==> src/sv/bsp_pkg.sv <==
// ---------------------------------------------------------------------------
// bsp_pkg
// Shared types and constants for the 24-bit BMP stream parser.
// ---------------------------------------------------------------------------
package bsp_pkg;

    // largest accepted image width or height
    localparam int unsigned MAX_DIM = 4096;
    // column and row counters must reach MAX_DIM itself
    localparam int unsigned CNT_W   = $clog2(MAX_DIM + 1);
    localparam logic [31:0] DIM_LIMIT = 32'(MAX_DIM);

    // result kinds
    localparam logic [2:0] KIND_PIXEL   = 3'd0;
    localparam logic [2:0] KIND_HEADER  = 3'd1;
    localparam logic [2:0] KIND_BAD_SIG = 3'd2;
    localparam logic [2:0] KIND_BAD_FMT = 3'd3;
    localparam logic [2:0] KIND_TOO_BIG = 3'd4;

    // header byte positions and expected values
    localparam logic [5:0] HDR_SIG0     = 6'd0;
    localparam logic [5:0] HDR_SIG1     = 6'd1;
    localparam logic [5:0] HDR_WIDTH0   = 6'd18;
    localparam logic [5:0] HDR_WIDTH3   = 6'd21;
    localparam logic [5:0] HDR_HEIGHT0  = 6'd22;
    localparam logic [5:0] HDR_HEIGHT3  = 6'd25;
    localparam logic [5:0] HDR_PLANES   = 6'd26;
    localparam logic [5:0] HDR_BPP      = 6'd28;
    localparam logic [5:0] HDR_COMP0    = 6'd30;
    localparam logic [5:0] HDR_COMP3    = 6'd33;
    localparam logic [5:0] HDR_LAST     = 6'd53;

    localparam logic [7:0] CHAR_B       = 8'h42;
    localparam logic [7:0] CHAR_M       = 8'h4D;
    localparam logic [7:0] PLANES_ONE   = 8'd1;
    localparam logic [7:0] BPP_24       = 8'd24;

    typedef struct packed {
        logic [7:0] data_byte;
        logic       first_byte;
    } in_beat_t;

    typedef struct packed {
        logic [2:0]  result_kind;
        logic [7:0]  red;
        logic [7:0]  green;
        logic [7:0]  blue;
        logic [11:0] column;
        logic [11:0] row;
        logic [12:0] image_width;
        logic [12:0] image_height;
        logic        last_pixel;
    } out_beat_t;

endpackage

==> src/sv/bmp24_stream_parser.sv <==
// ---------------------------------------------------------------------------
// bmp24_stream_parser
// Parses an uncompressed 24-bit BMP byte stream into RGB pixel results.
// ---------------------------------------------------------------------------
//  channel   dir  payload               beat
//  s_        in   bsp_pkg::in_beat_t    one file byte, first_byte restarts
//  m_        out  bsp_pkg::out_beat_t   one header status or one pixel
//
// one byte per cycle while results drain: input register, combinational parse,
// result register; a result beat follows its byte through both registers
// bytes with no result (most header bytes, blue, green, padding) give no beat
// a stalled result beat holds the parse; the input register still takes one byte
// reset clears the parser to idle; bytes before the first mark are dropped
// ---------------------------------------------------------------------------
module bmp24_stream_parser (
    input  logic               aclk,
    input  logic               aresetn,
    input  logic               s_valid,
    output logic               s_ready,
    input  bsp_pkg::in_beat_t  s_data,
    output logic               m_valid,
    input  logic               m_ready,
    output bsp_pkg::out_beat_t m_data
);

    logic               take;
    logic               beat_valid;
    bsp_pkg::in_beat_t  beat;
    logic               res_hit;
    bsp_pkg::out_beat_t res;

    bsp_in_stage u_in (
        .aclk       (aclk),
        .aresetn    (aresetn),
        .s_valid    (s_valid),
        .s_ready    (s_ready),
        .s_data     (s_data),
        .take       (take),
        .beat_valid (beat_valid),
        .beat       (beat)
    );

    bsp_parser u_parser (
        .aclk    (aclk),
        .aresetn (aresetn),
        .take    (take),
        .beat    (beat),
        .res_hit (res_hit),
        .res     (res)
    );

    bsp_out_stage u_out (
        .aclk       (aclk),
        .aresetn    (aresetn),
        .beat_valid (beat_valid),
        .res_hit    (res_hit),
        .res        (res),
        .take       (take),
        .m_valid    (m_valid),
        .m_ready    (m_ready),
        .m_data     (m_data)
    );

endmodule

==> src/sv/bsp_in_stage.sv <==
// ---------------------------------------------------------------------------
// bsp_in_stage
// Input register: holds one byte beat until the parser takes it.
// ---------------------------------------------------------------------------
module bsp_in_stage (
    input  logic              aclk,
    input  logic              aresetn,
    input  logic              s_valid,
    output logic              s_ready,
    input  bsp_pkg::in_beat_t s_data,
    input  logic              take,
    output logic              beat_valid,
    output bsp_pkg::in_beat_t beat
);

    logic              valid_reg;
    bsp_pkg::in_beat_t data_reg;

    assign s_ready    = !valid_reg || take;
    assign beat_valid = valid_reg;
    assign beat       = data_reg;

    always_ff @(posedge aclk) begin
        if (!aresetn) begin
            valid_reg <= 1'b0;
        end else if (s_valid && s_ready) begin
            valid_reg <= 1'b1;
        end else if (take) begin
            valid_reg <= 1'b0;
        end
    end

    always_ff @(posedge aclk) begin
        if (s_valid && s_ready) begin
            data_reg <= s_data;
        end
    end

endmodule

==> src/sv/bsp_parser.sv <==
// ---------------------------------------------------------------------------
// bsp_parser
// Header checks, size assembly, pixel triple assembly and padding skip.
// ---------------------------------------------------------------------------
module bsp_parser (
    input  logic               aclk,
    input  logic               aresetn,
    input  logic               take,
    input  bsp_pkg::in_beat_t  beat,
    output logic               res_hit,
    output bsp_pkg::out_beat_t res
);

    typedef enum logic [2:0] {
        PH_IDLE,
        PH_HEADER,
        PH_PIXELS,
        PH_PAD,
        PH_DONE
    } phase_t;

    localparam int unsigned CW = bsp_pkg::CNT_W;

    phase_t          phase_reg,   phase_next;
    logic [5:0]      index_reg,   index_next;
    logic            fmt_reg,     fmt_next;
    logic [31:0]     width_reg,   width_next;
    logic [31:0]     height_reg,  height_next;
    logic [CW-1:0]   col_reg,     col_next;
    logic [CW-1:0]   row_reg,     row_next;
    logic [1:0]      chan_reg,    chan_next;
    logic [7:0]      blue_reg,    blue_next;
    logic [7:0]      green_reg,   green_next;
    logic [1:0]      pad_reg,     pad_next;

    phase_t          cur_phase;
    logic [5:0]      cur_index;
    logic            cur_fmt;
    logic [31:0]     cur_width;
    logic [31:0]     cur_height;
    logic [7:0]      b;
    logic [CW-1:0]   col_inc;
    logic [CW-1:0]   row_inc;
    logic            last;

    always_comb begin
        b = beat.data_byte;
        // a first-byte mark restarts the header
        if (beat.first_byte) begin
            cur_phase  = PH_HEADER;
            cur_index  = '0;
            cur_fmt    = 1'b0;
            cur_width  = '0;
            cur_height = '0;
        end else begin
            cur_phase  = phase_reg;
            cur_index  = index_reg;
            cur_fmt    = fmt_reg;
            cur_width  = width_reg;
            cur_height = height_reg;
        end

        col_inc = col_reg + 1'b1;
        row_inc = row_reg + 1'b1;
        last    = (col_inc == width_reg[CW-1:0]) && (row_inc == height_reg[CW-1:0]);

        phase_next  = cur_phase;
        index_next  = cur_index;
        fmt_next    = cur_fmt;
        width_next  = cur_width;
        height_next = cur_height;
        col_next    = col_reg;
        row_next    = row_reg;
        chan_next   = chan_reg;
        blue_next   = blue_reg;
        green_next  = green_reg;
        pad_next    = pad_reg;

        res_hit = 1'b0;
        res     = '0;

        unique case (cur_phase)
            PH_HEADER: begin
                if ((cur_index == bsp_pkg::HDR_SIG0 && b != bsp_pkg::CHAR_B) ||
                    (cur_index == bsp_pkg::HDR_SIG1 && b != bsp_pkg::CHAR_M)) begin
                    res_hit         = 1'b1;
                    res.result_kind = bsp_pkg::KIND_BAD_SIG;
                    phase_next      = PH_DONE;
                end else begin
                    // little-endian size bytes, each written once after restart
                    if (cur_index >= bsp_pkg::HDR_WIDTH0 && cur_index <= bsp_pkg::HDR_WIDTH3) begin
                        width_next[8*(cur_index - bsp_pkg::HDR_WIDTH0) +: 8] = b;
                    end
                    if (cur_index >= bsp_pkg::HDR_HEIGHT0 &&
                        cur_index <= bsp_pkg::HDR_HEIGHT3) begin
                        height_next[8*(cur_index - bsp_pkg::HDR_HEIGHT0) +: 8] = b;
                    end
                    if ((cur_index == bsp_pkg::HDR_PLANES && b != bsp_pkg::PLANES_ONE) ||
                        (cur_index == bsp_pkg::HDR_BPP && b != bsp_pkg::BPP_24) ||
                        (cur_index >= bsp_pkg::HDR_COMP0 &&
                         cur_index <= bsp_pkg::HDR_COMP3 && b != 8'd0)) begin
                        fmt_next = 1'b1;
                    end

                    if (cur_index != bsp_pkg::HDR_LAST) begin
                        index_next = cur_index + 1'b1;
                    end else if (fmt_next) begin
                        res_hit         = 1'b1;
                        res.result_kind = bsp_pkg::KIND_BAD_FMT;
                        phase_next      = PH_DONE;
                    end else if (width_next > bsp_pkg::DIM_LIMIT ||
                                 height_next > bsp_pkg::DIM_LIMIT) begin
                        res_hit         = 1'b1;
                        res.result_kind = bsp_pkg::KIND_TOO_BIG;
                        phase_next      = PH_DONE;
                    end else begin
                        res_hit          = 1'b1;
                        res.result_kind  = bsp_pkg::KIND_HEADER;
                        res.image_width  = 13'(width_next);
                        res.image_height = 13'(height_next);
                        if (width_next == '0 || height_next == '0) begin
                            phase_next = PH_DONE;
                        end else begin
                            phase_next = PH_PIXELS;
                            col_next   = '0;
                            row_next   = '0;
                            chan_next  = '0;
                        end
                    end
                end
            end
            PH_PIXELS: begin
                if (chan_reg == 2'd0) begin
                    blue_next = b;
                    chan_next = 2'd1;
                end else if (chan_reg == 2'd1) begin
                    green_next = b;
                    chan_next  = 2'd2;
                end else begin
                    chan_next       = 2'd0;
                    res_hit         = 1'b1;
                    res.result_kind = bsp_pkg::KIND_PIXEL;
                    res.red         = b;
                    res.green       = green_reg;
                    res.blue        = blue_reg;
                    res.column      = 12'(col_reg);
                    res.row         = 12'(row_reg);
                    res.last_pixel  = last;
                    if (col_inc == width_reg[CW-1:0]) begin
                        col_next = '0;
                        row_next = row_inc;
                        if (last) begin
                            phase_next = PH_DONE;
                        end else if (width_reg[1:0] != 2'd0) begin
                            pad_next   = width_reg[1:0];
                            phase_next = PH_PAD;
                        end
                    end else begin
                        col_next = col_inc;
                    end
                end
            end
            PH_PAD: begin
                if (pad_reg != 2'd0) begin
                    pad_next = pad_reg - 1'b1;
                end
                if (pad_next == 2'd0) begin
                    phase_next = PH_PIXELS;
                end
            end
            PH_IDLE, PH_DONE: begin
            end
            default: begin
            end
        endcase
    end

    always_ff @(posedge aclk) begin
        if (!aresetn) begin
            phase_reg  <= PH_IDLE;
            index_reg  <= '0;
            fmt_reg    <= 1'b0;
            width_reg  <= '0;
            height_reg <= '0;
            col_reg    <= '0;
            row_reg    <= '0;
            chan_reg   <= '0;
            blue_reg   <= '0;
            green_reg  <= '0;
            pad_reg    <= '0;
        end else if (take) begin
            phase_reg  <= phase_next;
            index_reg  <= index_next;
            fmt_reg    <= fmt_next;
            width_reg  <= width_next;
            height_reg <= height_next;
            col_reg    <= col_next;
            row_reg    <= row_next;
            chan_reg   <= chan_next;
            blue_reg   <= blue_next;
            green_reg  <= green_next;
            pad_reg    <= pad_next;
        end
    end

    // a last pixel always ends the image
    assert property (@(posedge aclk) disable iff (!aresetn)
        (take && res_hit && res.result_kind == bsp_pkg::KIND_PIXEL && res.last_pixel)
        |=> phase_reg == PH_DONE)
        else $error("phase not done after last pixel");

    // triple assembly never reaches a fourth channel
    assert property (@(posedge aclk) disable iff (!aresetn) chan_reg != 2'd3)
        else $error("channel index out of range");

    // pixel phases only run with a checked, nonzero size
    assert property (@(posedge aclk) disable iff (!aresetn)
        (phase_reg == PH_PIXELS || phase_reg == PH_PAD) |->
        (width_reg != '0 && height_reg != '0 &&
         width_reg <= bsp_pkg::DIM_LIMIT && height_reg <= bsp_pkg::DIM_LIMIT))
        else $error("pixel phase with bad image size");

    // padding phase always has bytes left to skip
    assert property (@(posedge aclk) disable iff (!aresetn)
        phase_reg == PH_PAD |-> pad_reg != 2'd0)
        else $error("padding phase with empty count");

endmodule

==> src/sv/bsp_out_stage.sv <==
// ---------------------------------------------------------------------------
// bsp_out_stage
// Result register: captures a result beat and holds it until taken.
// ---------------------------------------------------------------------------
module bsp_out_stage (
    input  logic               aclk,
    input  logic               aresetn,
    input  logic               beat_valid,
    input  logic               res_hit,
    input  bsp_pkg::out_beat_t res,
    output logic               take,
    output logic               m_valid,
    input  logic               m_ready,
    output bsp_pkg::out_beat_t m_data
);

    logic               valid_reg;
    bsp_pkg::out_beat_t data_reg;

    // a held item advances once the result register is free or draining
    assign take    = beat_valid && (!valid_reg || m_ready);
    assign m_valid = valid_reg;
    assign m_data  = data_reg;

    always_ff @(posedge aclk) begin
        if (!aresetn) begin
            valid_reg <= 1'b0;
        end else if (take) begin
            valid_reg <= res_hit;
        end else if (m_ready) begin
            valid_reg <= 1'b0;
        end
    end

    always_ff @(posedge aclk) begin
        if (take && res_hit) begin
            data_reg <= res;
        end
    end

endmodule

==> config.mk <==
export PLATFORM = sky130hd
export DESIGN_NAME = bmp24_stream_parser
export DESIGN_NICKNAME = d
export VERILOG_FILES = /design/src/sv/bsp_pkg.sv /design/src/sv/bmp24_stream_parser.sv /design/src/sv/bsp_in_stage.sv /design/src/sv/bsp_parser.sv /design/src/sv/bsp_out_stage.sv
export SDC_FILE = /design/constraint.sdc
export NUM_CORES = 1
export LEC_CHECK = 0
export BUFFER_PORTS_ARGS = -buffer_cell sky130_fd_sc_hd__buf_2
export CORE_MARGIN = 5
export CORE_UTILIZATION = 60
export DETAILED_ROUTE_END_ITERATION = 6
export PLACE_DENSITY = 0.78
export RECOVER_POWER = 100
export SLEW_MARGIN = 20
export SYNTH_ARGS = -nofsm -noshare
export SYNTH_HDL_FRONTEND = slang
export SYNTH_HIERARCHICAL = 1
export SYNTH_SLANG_ARGS = --single-unit
==> constraint.sdc <==
create_clock -name aclk -period 9.45 [get_ports aclk]
set_clock_uncertainty 0.05 [all_clocks]
set_input_delay 2.835 -clock aclk [delete_from_list [all_inputs] [get_ports aclk]]
set_output_delay 2.835 -clock aclk [all_outputs]
set_load 0.05 [all_outputs]
=== Word level (Yosys, flattened, before mapping) ===
Cells that the tools add are included.

* Add/sub/neg operators: 8
* $mul: 0
* Divide/modulo/power cells: 0
* $lt $le $gt $ge: 8
* Eq/ne operators: 24
* Shift operators: 4
* Mux-type cells: 82
* Bitwise logic cells: 3
* Reductions and logical operators: 41

{| class="wikitable"
|+ Operators by type and width
! cell !! number
|-
| $mux W32 || 12
|-
| $mux W13 || 11
|-
| $neg A32 Y34 || 2
|-
| $shift A8 B34 Y32 const A || 2
|-
| $shiftx A8 B34 Y32 || 2
|-
| $bwmux W32 || 2
|-
| $gt A32 B13 Y1 const B || 2
|-
| $logic_not A32 Y1 || 2
|-
| $pmux W13 S2 || 2
|-
| $mux W51 || 1
|-
| $mux W3 || 16
|-
| $mux W48 || 1
|-
| $mux W2 || 14
|-
| $add A13 B1 Y13 const B || 2
|-
| $eq A13 B13 Y1 || 2
|-
| $mux W6 || 4
|-
| $ge A6 B5 Y1 const B || 3
|-
| $ne A2 B2 Y1 const B || 8
|-
| $ne A8 B7 Y1 const B || 2
|-
| $mux W1 || 14
|-
| $reduce_and A7 Y1 || 2
|-
| $sub A6 B5 Y7 const B || 2
|-
| $eq A6 B5 Y1 const B || 2
|-
| $le A6 B5 Y1 const B || 2
|-
| 29 further kinds || 58
|}

* Bits in registers: 209
* Bits in latches: 0
* Memory bits (writable): 0
* ROM bits: 0
* Bits of input ports: 13
* Output and inout port bits: 80
* Logic and storage cells: 194
* Memories kept: 0

=== Longest topological paths before layout ===
Gate-level depths: netlist (run 1).

* Depth in word-level cells: 16
* Gate-level depth with buffers: 30
* Depth with buffers taken out: 21

=== By module ===
The synthesis (run 1) kept the hierarchy.

{| class="wikitable"
|+ Modules (own cells, without submodules)
! module !! times used !! cells an instance !! area an instance (µm²) !! sequential area each (µm²)
|-
| bsp_parser || 1 || 1235 || 8934.8 || 2402.3
|-
| bsp_out_stage || 1 || 84 || 2416.1 || 2362.3
|-
| bsp_in_stage || 1 || 14 || 327.8 || 290.3
|}

=== Least setup slack after synthesis (run 1) ===
OpenSTA, ideal clock, no wires.

* Path kind: reg2reg
* Start point: register u_in.data_reg (netlist bit u_in/beat[0])
* End point: register u_out.data_reg (netlist bit u_out/m_data[22]), data pin
* Setup time: 140 ps
* Data arrival time: 6667 ps
* Data required time: 9260 ps
* Path slack: 2593 ps
* Stages on the path, launching flop included: 28
* Buffers on the path: 9
* Clock period less this slack: 6857 ps
* Cell sequence: edfxtp_1 clkbuf_1 inv_1 clkbuf_1 clkbuf_1 clkbuf_1 nand2_1 inv_1 ha_1 clkbuf_1 a31oi_1 or3b_2 a21oi_1 nand3_1 ha_1 or4b_2 nor4_1 a21boi_0 o311a_1 clkbuf_1 mux2i_1 or4_1 or2_0 buf_2 nand2b_1 clkbuf_1 clkbuf_1 nor2_1

* Word-level cells in the longest chain between the ends: 11
* Elaborated cells on any way between the ends: 52
* Classes of those cells: 4 x add/sub; 8 x order compare; 5 x eq/ne; 4 x shift; 16 x mux; 1 x bitwise; 14 x reduce/logical

{| class="wikitable"
|+ RTL lines
! element !! RTL line !! source
|-
| from (decl) || bsp_in_stage.sv:17 || <nowiki>bsp_pkg::in_beat_t data_reg;</nowiki>
|-
| from (signal assigned) || bsp_in_stage.sv:35 || <nowiki>data_reg <= s_data;</nowiki>
|-
| $mux W6 || bsp_parser.sv:49 || <nowiki>if (beat.first_byte) begin</nowiki>
|-
| $sub A6 B5 Y7, on equally long branches || bsp_parser.sv:92, bsp_parser.sv:96 ||
|-
| $neg A32 Y34, on equally long branches || bsp_parser.sv:92, bsp_parser.sv:96 ||
|-
| $shiftx A8 B34 Y32 (tied with other cells) || bsp_parser.sv:92 || <nowiki>width_next[8*(cur_index - bsp_pkg::HDR_WIDTH0) +: 8] = b;</nowiki>
|-
| $bwmux W32, on equally long branches || bsp_parser.sv:92, bsp_parser.sv:96 ||
|-
| $mux W32, on equally long branches || bsp_parser.sv:91, bsp_parser.sv:94 ||
|-
| $mux W32 || bsp_parser.sv:84 || <nowiki>if ((cur_index == bsp_pkg::HDR_SIG0 && b != bsp_pkg::CHAR_B) ||</nowiki>
|-
| $mux W32 || bsp_parser.sv:82 || <nowiki>unique case (cur_phase)</nowiki>
|-
| $gt A32 B13 Y1, on equally long branches || bsp_parser.sv:111, bsp_parser.sv:112 ||
|-
| $logic_or A1 B1 Y1 || bsp_parser.sv:111 || <nowiki>end else if (width_next > bsp_pkg::DIM_LIMIT ||</nowiki>
|-
| $reduce_or A5 Y1 (no source line) || n/a ||
|-
| to (signal assigned) || bsp_out_stage.sv:37 || <nowiki>data_reg <= res;</nowiki>
|-
| to (decl) || bsp_out_stage.sv:18 || <nowiki>bsp_pkg::out_beat_t data_reg;</nowiki>
|}

Parallel ways exist; a longest one is shown, timed or not. The select of a mux whose other input is x is not followed.
A chain may end at the register's enable or synchronous reset.

=== Worst setup path in the final report (run 1) ===
* Start point: register u_in.data_reg (netlist bit u_in/beat[0])
* End point: register u_parser.col_reg[1]

* Word-level cells in the longest chain between the ends: 12
* Elaborated cells on any way between the ends: 64
* Classes of those cells: 4 x add/sub; 8 x order compare; 13 x eq/ne; 4 x shift; 17 x mux; 18 x reduce/logical

{| class="wikitable"
|+ RTL lines
! element !! RTL line !! source
|-
| $mux W6 || bsp_parser.sv:49 ||
|-
| $sub A6 B5 Y7, on equally long branches || bsp_parser.sv:92, bsp_parser.sv:96 ||
|-
| $neg A32 Y34, on equally long branches || bsp_parser.sv:92, bsp_parser.sv:96 ||
|-
| $shiftx A8 B34 Y32 (tied with other cells) || bsp_parser.sv:92 ||
|-
| $bwmux W32, on equally long branches || bsp_parser.sv:92, bsp_parser.sv:96 ||
|-
| $mux W32, on equally long branches || bsp_parser.sv:91, bsp_parser.sv:94 ||
|-
| $mux W32 || bsp_parser.sv:84 ||
|-
| $mux W32 || bsp_parser.sv:82 ||
|-
| $gt A32 B13 Y1 (tied with other cells) || bsp_parser.sv:111 ||
|-
| $logic_or A1 B1 Y1, on equally long branches || bsp_parser.sv:111, bsp_parser.sv:121 ||
|-
| $ne A2 B2 Y1 (no source line) || n/a ||
|-
| $reduce_and A9 Y1 (no source line) || n/a ||
|-
| to (signal assigned) || bsp_parser.sv:197 || <nowiki>col_reg <= col_next;</nowiki>
|-
| to (decl) || bsp_parser.sv:29 || <nowiki>logic [CW-1:0] col_reg, col_next;</nowiki>
|}

Parallel ways exist; a longest one is shown, timed or not. The select of a mux whose other input is x is not followed.

==> metrics.md, run 1 <==
| Metric | Value |
|---|---|
| Remaining routing DRC violations | 0 |
| End of the worst register-to-register path | u_parser/col_reg[1] |
| Failing checks | max-capacitance violations, max-slew violations |
| Max Clk Rate | between 100 and 150 MHz |
| Die X | around 150 um |
| Kind of critical path | reg2reg |
| Worst path depth | 18 |
| Cell Pwr Density | 149 nW/um^2 |
| Slew Limit Fails | 257 |
| Worst Slack Setup Final | between 1.5 and 2 ns |
| Vias post-DR | 10600 |
| Data required, critical path | between 9 and 10 ns |
| Initial antenna violation count | 0 |
| Worst-Skew Late Latency | 0.51 ns |
| Cell count after synthesis | ~1300 |
| NumNets Final | approximately 1400 |
| CP endpoint | u_parser/col_reg[1] |
| Area leader, netlist | edfxtp_1 |
| Core area | 19300 sq um |
| Total CTS buffers | 23 |
| Top-area cell type share of the netlist area | ~22% |
| HPWL Detailed | approximately 21000 um |
| I/O pins | a little over 90 |
| CTS clock-pin slew for the worst setup and hold paths | 0.06 ns |
| CP max stage cell | or2_0 |
| CTS Hold Bufs | 0 |
| Worst hold stages | 2 |
| Die ar. | roughly 22000 sq um |
| Gr usage total | 27.9% |
| Slack of the worst reg-to-reg path | approximately 1.6 ns |
| Vias per std cell | 6.44 |
| First-pass GRT wire length | just over 50000 um |
| Most frequent cells in the layout | nor2_1, dfxtp_1, clkbuf_1 |
| Cell Chain, Critical Path | buf_4, nand2b_1, ha_1, nand2_1, a31oi_1, nand2_1, ha_1, or3_1, o41a_1, or4_1, a221oi_1, and4_1, mux2i_1, or4_1, nor4_2, clkbuf_1, or2_0, o21ai_0 |
| Post-synth EDFFs | 87 |
| Share of layout cells above drive strength 1 | under 10% |
| Final period utilization | a little over 80% |
| Netlist cell types | 77 |
| Final min period | ~8 ns |
| CP startpoint | u_in/beat[0] |
| Synth top area cells | edfxtp_1, dfxtp_1, nor2_1 |
| Top_reg_cell synth | dfxtp_1 |
| Ys async rst share | 0% |
| RSZ-0062 raised after global routing | false |
| WL final | around 32000 um |
| First-pass DRT Iterations | 6 |
| CP max FO | 69 |
| Maxcap violations | 4 |
| Mapped Nets | 1372 |
| Critical Path AT | between 8 and 9 ns |
| Placer Congestion | roughly 1.0 |
| Synth Area per Inst | a little under 9 sq um |
| HP Start | u_parser/width_reg[19] |
| LEAKAGE | between 4 and 5 nW |
| Iteration-0 DRC Markers | 1092 |
| Max incr delay on CP | 0.71 ns |
| Clock sink count | ~210 |
| CTS tree | done |
| Antenna-violating nets left | 0 |
| Element type at the critical path start | register |
| Final setup viols | 0 |
| Status | finished with violations |
| Largest net degree at the start of global routing | between 90 and 100 |
| Hold Crit Class | reg2reg |
| Yosys reg bits | 209 |
| Port buffer count | between 90 and 100 |
| CP top delay family | simple AND/OR/NAND/NOR gates |
| Post-synthesis sequential area ratio | 43.3% |
| Commonest non-fill, non-tap cell in the layout | nor2_1 |
| Die height | 150 um |
| Vias in the first global route | between 9000 and 10000 |
| Antenna diode instance count | 0 |
| GRT overflow | 0 |
| Hold Violations, Final | 0 |
| Post-DR wirelength/cell | 19.4 um |
| CP Capture Type | register |
| FF-to-FF Start | u_in/beat[0] |
| Worst-margin pin slew | 4.11 ns |
| Post-CTS setup buffers | 0 |
| Root Buffer | clkbuf_16 |
| P&R area growth vs syn | 9.41% |
| Max Buffers Root-to-Sink | 3 |
| Max H-tree Level | 1 |
| Post-CTS sizing | 0 |
| Cell depth of the worst flop-to-flop path | 18 |
| WP buf/inv | 2 |
| Initial Utilization | 60.4% |
| Relative slew slack | -174% |
| Total number of yosys warnings | 6 |
| Max reg flops | 78 |
| Worst VDD drop | around 0.00014 V |
| Setup TNS | 0 ns |
| Row cnt | 51 |
| Pre-CTS setup slack | around 2.1 ns |
| Netlist Area Pre-Place | 11700 sq um |
[synthesized netlist by cell type, types with 4 or more instances]
library cell / instances
nor3_1: 25
o22ai_1: 5
inv_1: 16
buf_2: 5
a31oi_1: 29
and3_1: 70
or4_1: 13
ha_1: 26
o31a_1: 5
a22oi_1: 40
nor2_1: 199
nand2_1: 84
a31o_2: 4
and2_1: 13
nor3b_1: 21
nand3_1: 48
nand3b_1: 7
xor2_1: 14
a2bb2oi_1: 7
nor2b_1: 12
o21ai_0: 59
a21boi_0: 6
or2_2: 9
clkbuf_1: 86
mux2i_1: 20
a32oi_1: 5
a21o_1: 5
nand4_1: 13
nand4b_1: 13
dfxtp_1: 122
nand2b_1: 14
or3_1: 13
o211ai_1: 11
o21a_1: 4
xnor2_1: 33
edfxtp_1: 87
a21oi_1: 75
o31ai_1: 5
nor4b_1: 7
a211o_1: 5
nor4_1: 27
[how the worst min path moves through the flow]
stage / to / slack, ns
final: u_parser/width_reg[19] / 0.43
after global routing: u_parser/width_reg[19] / 0.45
after CTS: u_parser/width_reg[19] / 0.43
after detailed placement: u_parser/width_reg[19] / 0.42
after global placement: u_parser/green_reg[1] / 0.41
after floorplan: u_parser/width_reg[19] / 0.39
[stage by stage]
stage	std cells	util (%)	area (sq um)	hold slack, ns	power (W)
final	1649	66.1	12800	0.432	0.00190
after floorplan	1333	-	11700	0.394	0.00104
after global placement	1608	63.2	12200	0.411	0.00107
after detailed placement	1608	63.2	12200	0.420	0.00107
after global routing	1649	66.1	12800	0.450	0.00196
after CTS	1649	66.9	12900	0.431	0.00191
[tightest hold or removal path: stages (launching register included)]
cell	delay, ns
dfxtp_1	0.31
o21ai_0	0.07
a21oi_1	0.06
[cell families after synthesis]
kind of cell	share of synthesized area (%)
compound gates	17.2
xor+xnor	3.52
flops	43.3
fa+ha+maj	2.79
simple gates	27.5
buf+inv	3.75
mux	2.00
[power breakdown]
part / internal, W / switching, W / leakage, nW / total (W)
sequential: 0.000950 / 0.0000166 / 1.91 / 0.000966
combinational: 0.0000123 / 0.0000682 / 2.39 / 0.0000805
clock: 0.000501 / 0.000354 / 0.350 / 0.000855
total: 0.00146 / 0.000439 / 4.65 / 0.00190
[final cells by class]
type	instances	area, sq um
Clock inverter	3	26.3
Fill cell	1683	6560
Inverter	16	60.1
Clock buffer	38	693
Tap cell	265	332
Sequential cell	209	5050
Multi-Input combinational cell	1012	6160
Timing Repair Buffer	106	449
[routing by layer]
metal,GRT usage (%),part of all wire [%],wire [um]
met5,0,0,0
met4,10.6,4.0,1290
met3,4.91,9.1,2910
met2,45.1,46,14800
met1,37.5,41,13100
(Power assumes the default switching activity.)
==> inputs of run 2 (changes only) <==
--- a/config.mk
+++ b/config.mk
@@ -7,9 +7,9 @@
 export LEC_CHECK = 0
 export BUFFER_PORTS_ARGS = -buffer_cell sky130_fd_sc_hd__buf_2
 export CORE_MARGIN = 5
-export CORE_UTILIZATION = 60
+export CORE_UTILIZATION = 55
 export DETAILED_ROUTE_END_ITERATION = 6
-export PLACE_DENSITY = 0.78
+export PLACE_DENSITY = 0.75
 export RECOVER_POWER = 100
 export SLEW_MARGIN = 20
 export SYNTH_ARGS = -nofsm -noshare
==> constraint.sdc (replaced) <==
create_clock -name aclk -period 7.2 [get_ports aclk]
set_clock_uncertainty 0.05 [all_clocks]
set_input_delay 2.16 -clock aclk [delete_from_list [all_inputs] [get_ports aclk]]
set_output_delay 2.16 -clock aclk [all_outputs]
set_load 0.05 [all_outputs]
==> run 2 against run 1 <==
Effect of this change:
- the flow still finishes with violations (max-capacitance violations, max-slew violations)
- design area is 0.82% higher
- critical endpoint is now u_parser/col_reg[6]
- global-route usage is 1.8 points lower
- combinational power is 37% higher
- highest routed layer unchanged
- sequential power is 30% higher
- worst hold slack better by 0.0015 ns
- total power is 33% higher
- die area is 8.5% higher
- first-iteration DRC count is 4.9% higher
- sequential share of layout area is 0.32 points lower
==> metrics.md, run 2 (synthesized netlist as in run 1, its figures left out) <==
| Metric | Value |
|---|---|
| P&R area growth vs syn | 10.3% (was 9.41%) |
| RSZ-0062 raised after global routing | false (unchanged) |
| Max Clk Rate | 151 MHz (was 128 MHz) |
| Die ar. | 24200 sq um (was 22400 sq um) |
| Antenna-violating nets left | 0 (unchanged) |
| Cell Chain, Critical Path | nand2_1, inv_1, ha_1, buf_4, a31oi_1, or3b_2, a21oi_1, nand3_1, ha_1, or4b_2, nor4_1, a21boi_0, o311a_1, mux2_2, a21o_1, o211ai_1, nor4_1, buf_4, or2_2, a32o_1 (was buf_4, nand2b_1, ha_1, nand2_1, a31oi_1, nand2_1, ha_1, or3_1, o41a_1, or4_1, a221oi_1, and4_1, mux2i_1, or4_1, nor4_2, clkbuf_1, or2_0, o21ai_0) |
| Hold Crit Class | reg2reg (unchanged) |
| Initial Utilization | 55.7% (was 60.4%) |
| Cell depth of the worst flop-to-flop path | 20 (was 18) |
| Worst-Skew Late Latency | 0.53 ns (was 0.51 ns) |
| Data required, critical path | 7.56 ns (was 9.77 ns) |
| Total Power | 0.00254 W (was 0.00190 W) |
| I/O pins | 93 (unchanged) |
| Slew Limit Fails | 244 (was 257) |
| CTS tree | done (unchanged) |
| First-pass GRT wire length | 52400 um (was 50800 um) |
| CP startpoint | u_parser/index_reg[2] (was u_in/beat[0]) |
| Row cnt | 53 (was 51) |
| Max Buffers Root-to-Sink | 3 (unchanged) |
| End of the worst register-to-register path | u_parser/col_reg[6] (was u_parser/col_reg[1]) |
| Root Buffer | clkbuf_16 (unchanged) |
| Critical Path AT | 6.98 ns (was 8.15 ns) |
| Largest net degree at the start of global routing | 78 (was 91) |
| WL final | 32600 um (was 32100 um) |
| NumNets Final | 1416 (was 1407) |
| FF-to-FF Start | u_parser/index_reg[2] (was u_in/beat[0]) |
| First-pass DRT Iterations | 6 (unchanged) |
| Max H-tree Level | 1 (unchanged) |
| Max reg flops | 78 (unchanged) |
| Relative slew slack | -47.5% (was -174%) |
| Hold Violations, Final | 0 (unchanged) |
| Failing checks | max-capacitance violations, max-slew violations (unchanged) |
| Initial antenna violation count | 0 (unchanged) |
| Total CTS buffers | 23 (unchanged) |
| Post-DR wirelength/cell | 19.5 um (was 19.4 um) |
| Final period utilization | 91.9% (was 82.9%) |
| CTS Hold Bufs | 0 (unchanged) |
| HPWL Detailed | 22000 um (was 21400 um) |
| Core area | 21000 sq um (was 19300 sq um) |
| Fill cell count | 1858 (was 1683) |
| Slack of the worst reg-to-reg path | 0.58 ns (was 1.62 ns) |
| Die X | 156 um (was 150 um) |
| Worst-margin pin slew | 2.21 ns (was 4.11 ns) |
| Iteration-0 DRC Markers | 1145 (was 1092) |
| Most frequent cells in the layout | nor2_1, dfxtp_1, clkbuf_1 (unchanged) |
| Maxcap violations | 4 (unchanged) |
| CP Capture Type | register (unchanged) |
| GRT overflow | 0 (unchanged) |
| CTS clock-pin slew for the worst setup and hold paths | 0.06 ns (about the same) |
| Status | finished with violations (unchanged) |
| Setup TNS | 0 ns (unchanged) |
| Cell Pwr Density | 197 nW/um^2 (was 149 nW/um^2) |
| Placer Congestion | 1.01 (was 0.995) |
| Vias post-DR | 10600 (about the same) |
| LEAKAGE | 4.73 nW (was 4.65 nW) |
| Antenna diode instance count | 0 (unchanged) |
| Kind of critical path | reg2reg (unchanged) |
| Post-CTS setup buffers | 0 (unchanged) |
| Max incr delay on CP | 0.67 ns (was 0.71 ns) |
| Fin area | 12900 sq um (was 12800 sq um) |
| Remaining routing DRC violations | 0 (unchanged) |
| CP max FO | 16 (was 69) |
| Vias in the first global route | 9969 (was 9804) |
| Share of layout cells above drive strength 1 | 6.60% (was 5.85%) |
| Worst VDD drop | 0.000192 V (was 0.000138 V) |
| CP max stage cell | or4b_2 (was or2_0) |
| Vias per std cell | 6.38 (was 6.44) |
| Gr usage total | 26.0% (was 27.9%) |
| Final setup viols | 0 (unchanged) |
| Commonest non-fill, non-tap cell in the layout | nor2_1 (unchanged) |
| Port buffer count | 92 (unchanged) |
| Element type at the critical path start | register (unchanged) |
| CP endpoint | u_parser/col_reg[6] (was u_parser/col_reg[1]) |
| Clock sink count | 209 (unchanged) |
| Die height | 156 um (was 150 um) |
| Dpl cell area | 12300 sq um (was 12200 sq um) |
| Final min period | 6.62 ns (was 7.83 ns) |
## run 2: critical path, delay by kind of cell (launching register included)
kind            cells  cell delay, ns
compound gates      7            2.06
flops               1            0.61
simple gates        7            2.40
fa+ha+maj           2            0.39
buf+inv             3            0.59
mux                 1            0.38
## run 2: power breakdown
group          leakage (nW)  internal, W  switching [W]
clock network         0.373     0.000675       0.000486
registers              1.91      0.00124      0.0000194
logic                  2.44    0.0000173      0.0000923
total                  4.73      0.00194       0.000598
## run 2: final cells by class
class	count	area, sq um	share of cell area [%]
Timing Repair Buffer	115	519	4.03
Clock buffer	31	647	5.02
Sequential cell	209	5050	39.2
Multi-Input combinational cell	1012	6150	47.8
Tap cell	275	344	2.67
Clock inverter	11	103	0.796
Inverter	16	60.1	0.466
## run 2: per-layer routing
metal  up-vias  GRT usage [%]  wire length (um)
met1      5033           34.8             13500
met3       109           3.94              2620
met2       508           42.9             15300
met4         0           9.92              1140
li1       4993              -                 -
met5         -              0                 0
## run 2: how the worst min path moves through the flow
stage	endpoint	slack (ns)	cells past startpoint	startpoint
after floorplan	u_parser/width_reg[19]	0.39	2	u_parser/width_reg[19]
after global placement	u_parser/green_reg[1]	0.41	2	u_parser/green_reg[1]
after detailed placement	u_parser/width_reg[19]	0.41	2	u_parser/width_reg[19]
after CTS	u_parser/width_reg[19]	0.43	2	u_parser/width_reg[19]
after global routing	u_parser/width_reg[19]	0.45	2	u_parser/width_reg[19]
final	u_parser/width_reg[19]	0.43	2	u_parser/width_reg[19]
## run 2: stage by stage
stage               util (%)  setup WS [ns]  hold slack, ns  cells
finish                  61.5          0.583           0.433   1669
global placement        58.6          0.432           0.411   1626
detailed placement      58.6          0.232           0.414   1626
floorplan                  -          0.343           0.394   1333
global route            61.5         0.0790           0.452   1669
CTS                     62.2          0.251           0.432   1668
## run 2: what timing repair did
action | CTS | global route
gates resized for setup | 0 | 2
endpoints found under the hold margin | 0 | 0
endpoints found under the setup margin | 0 | 24
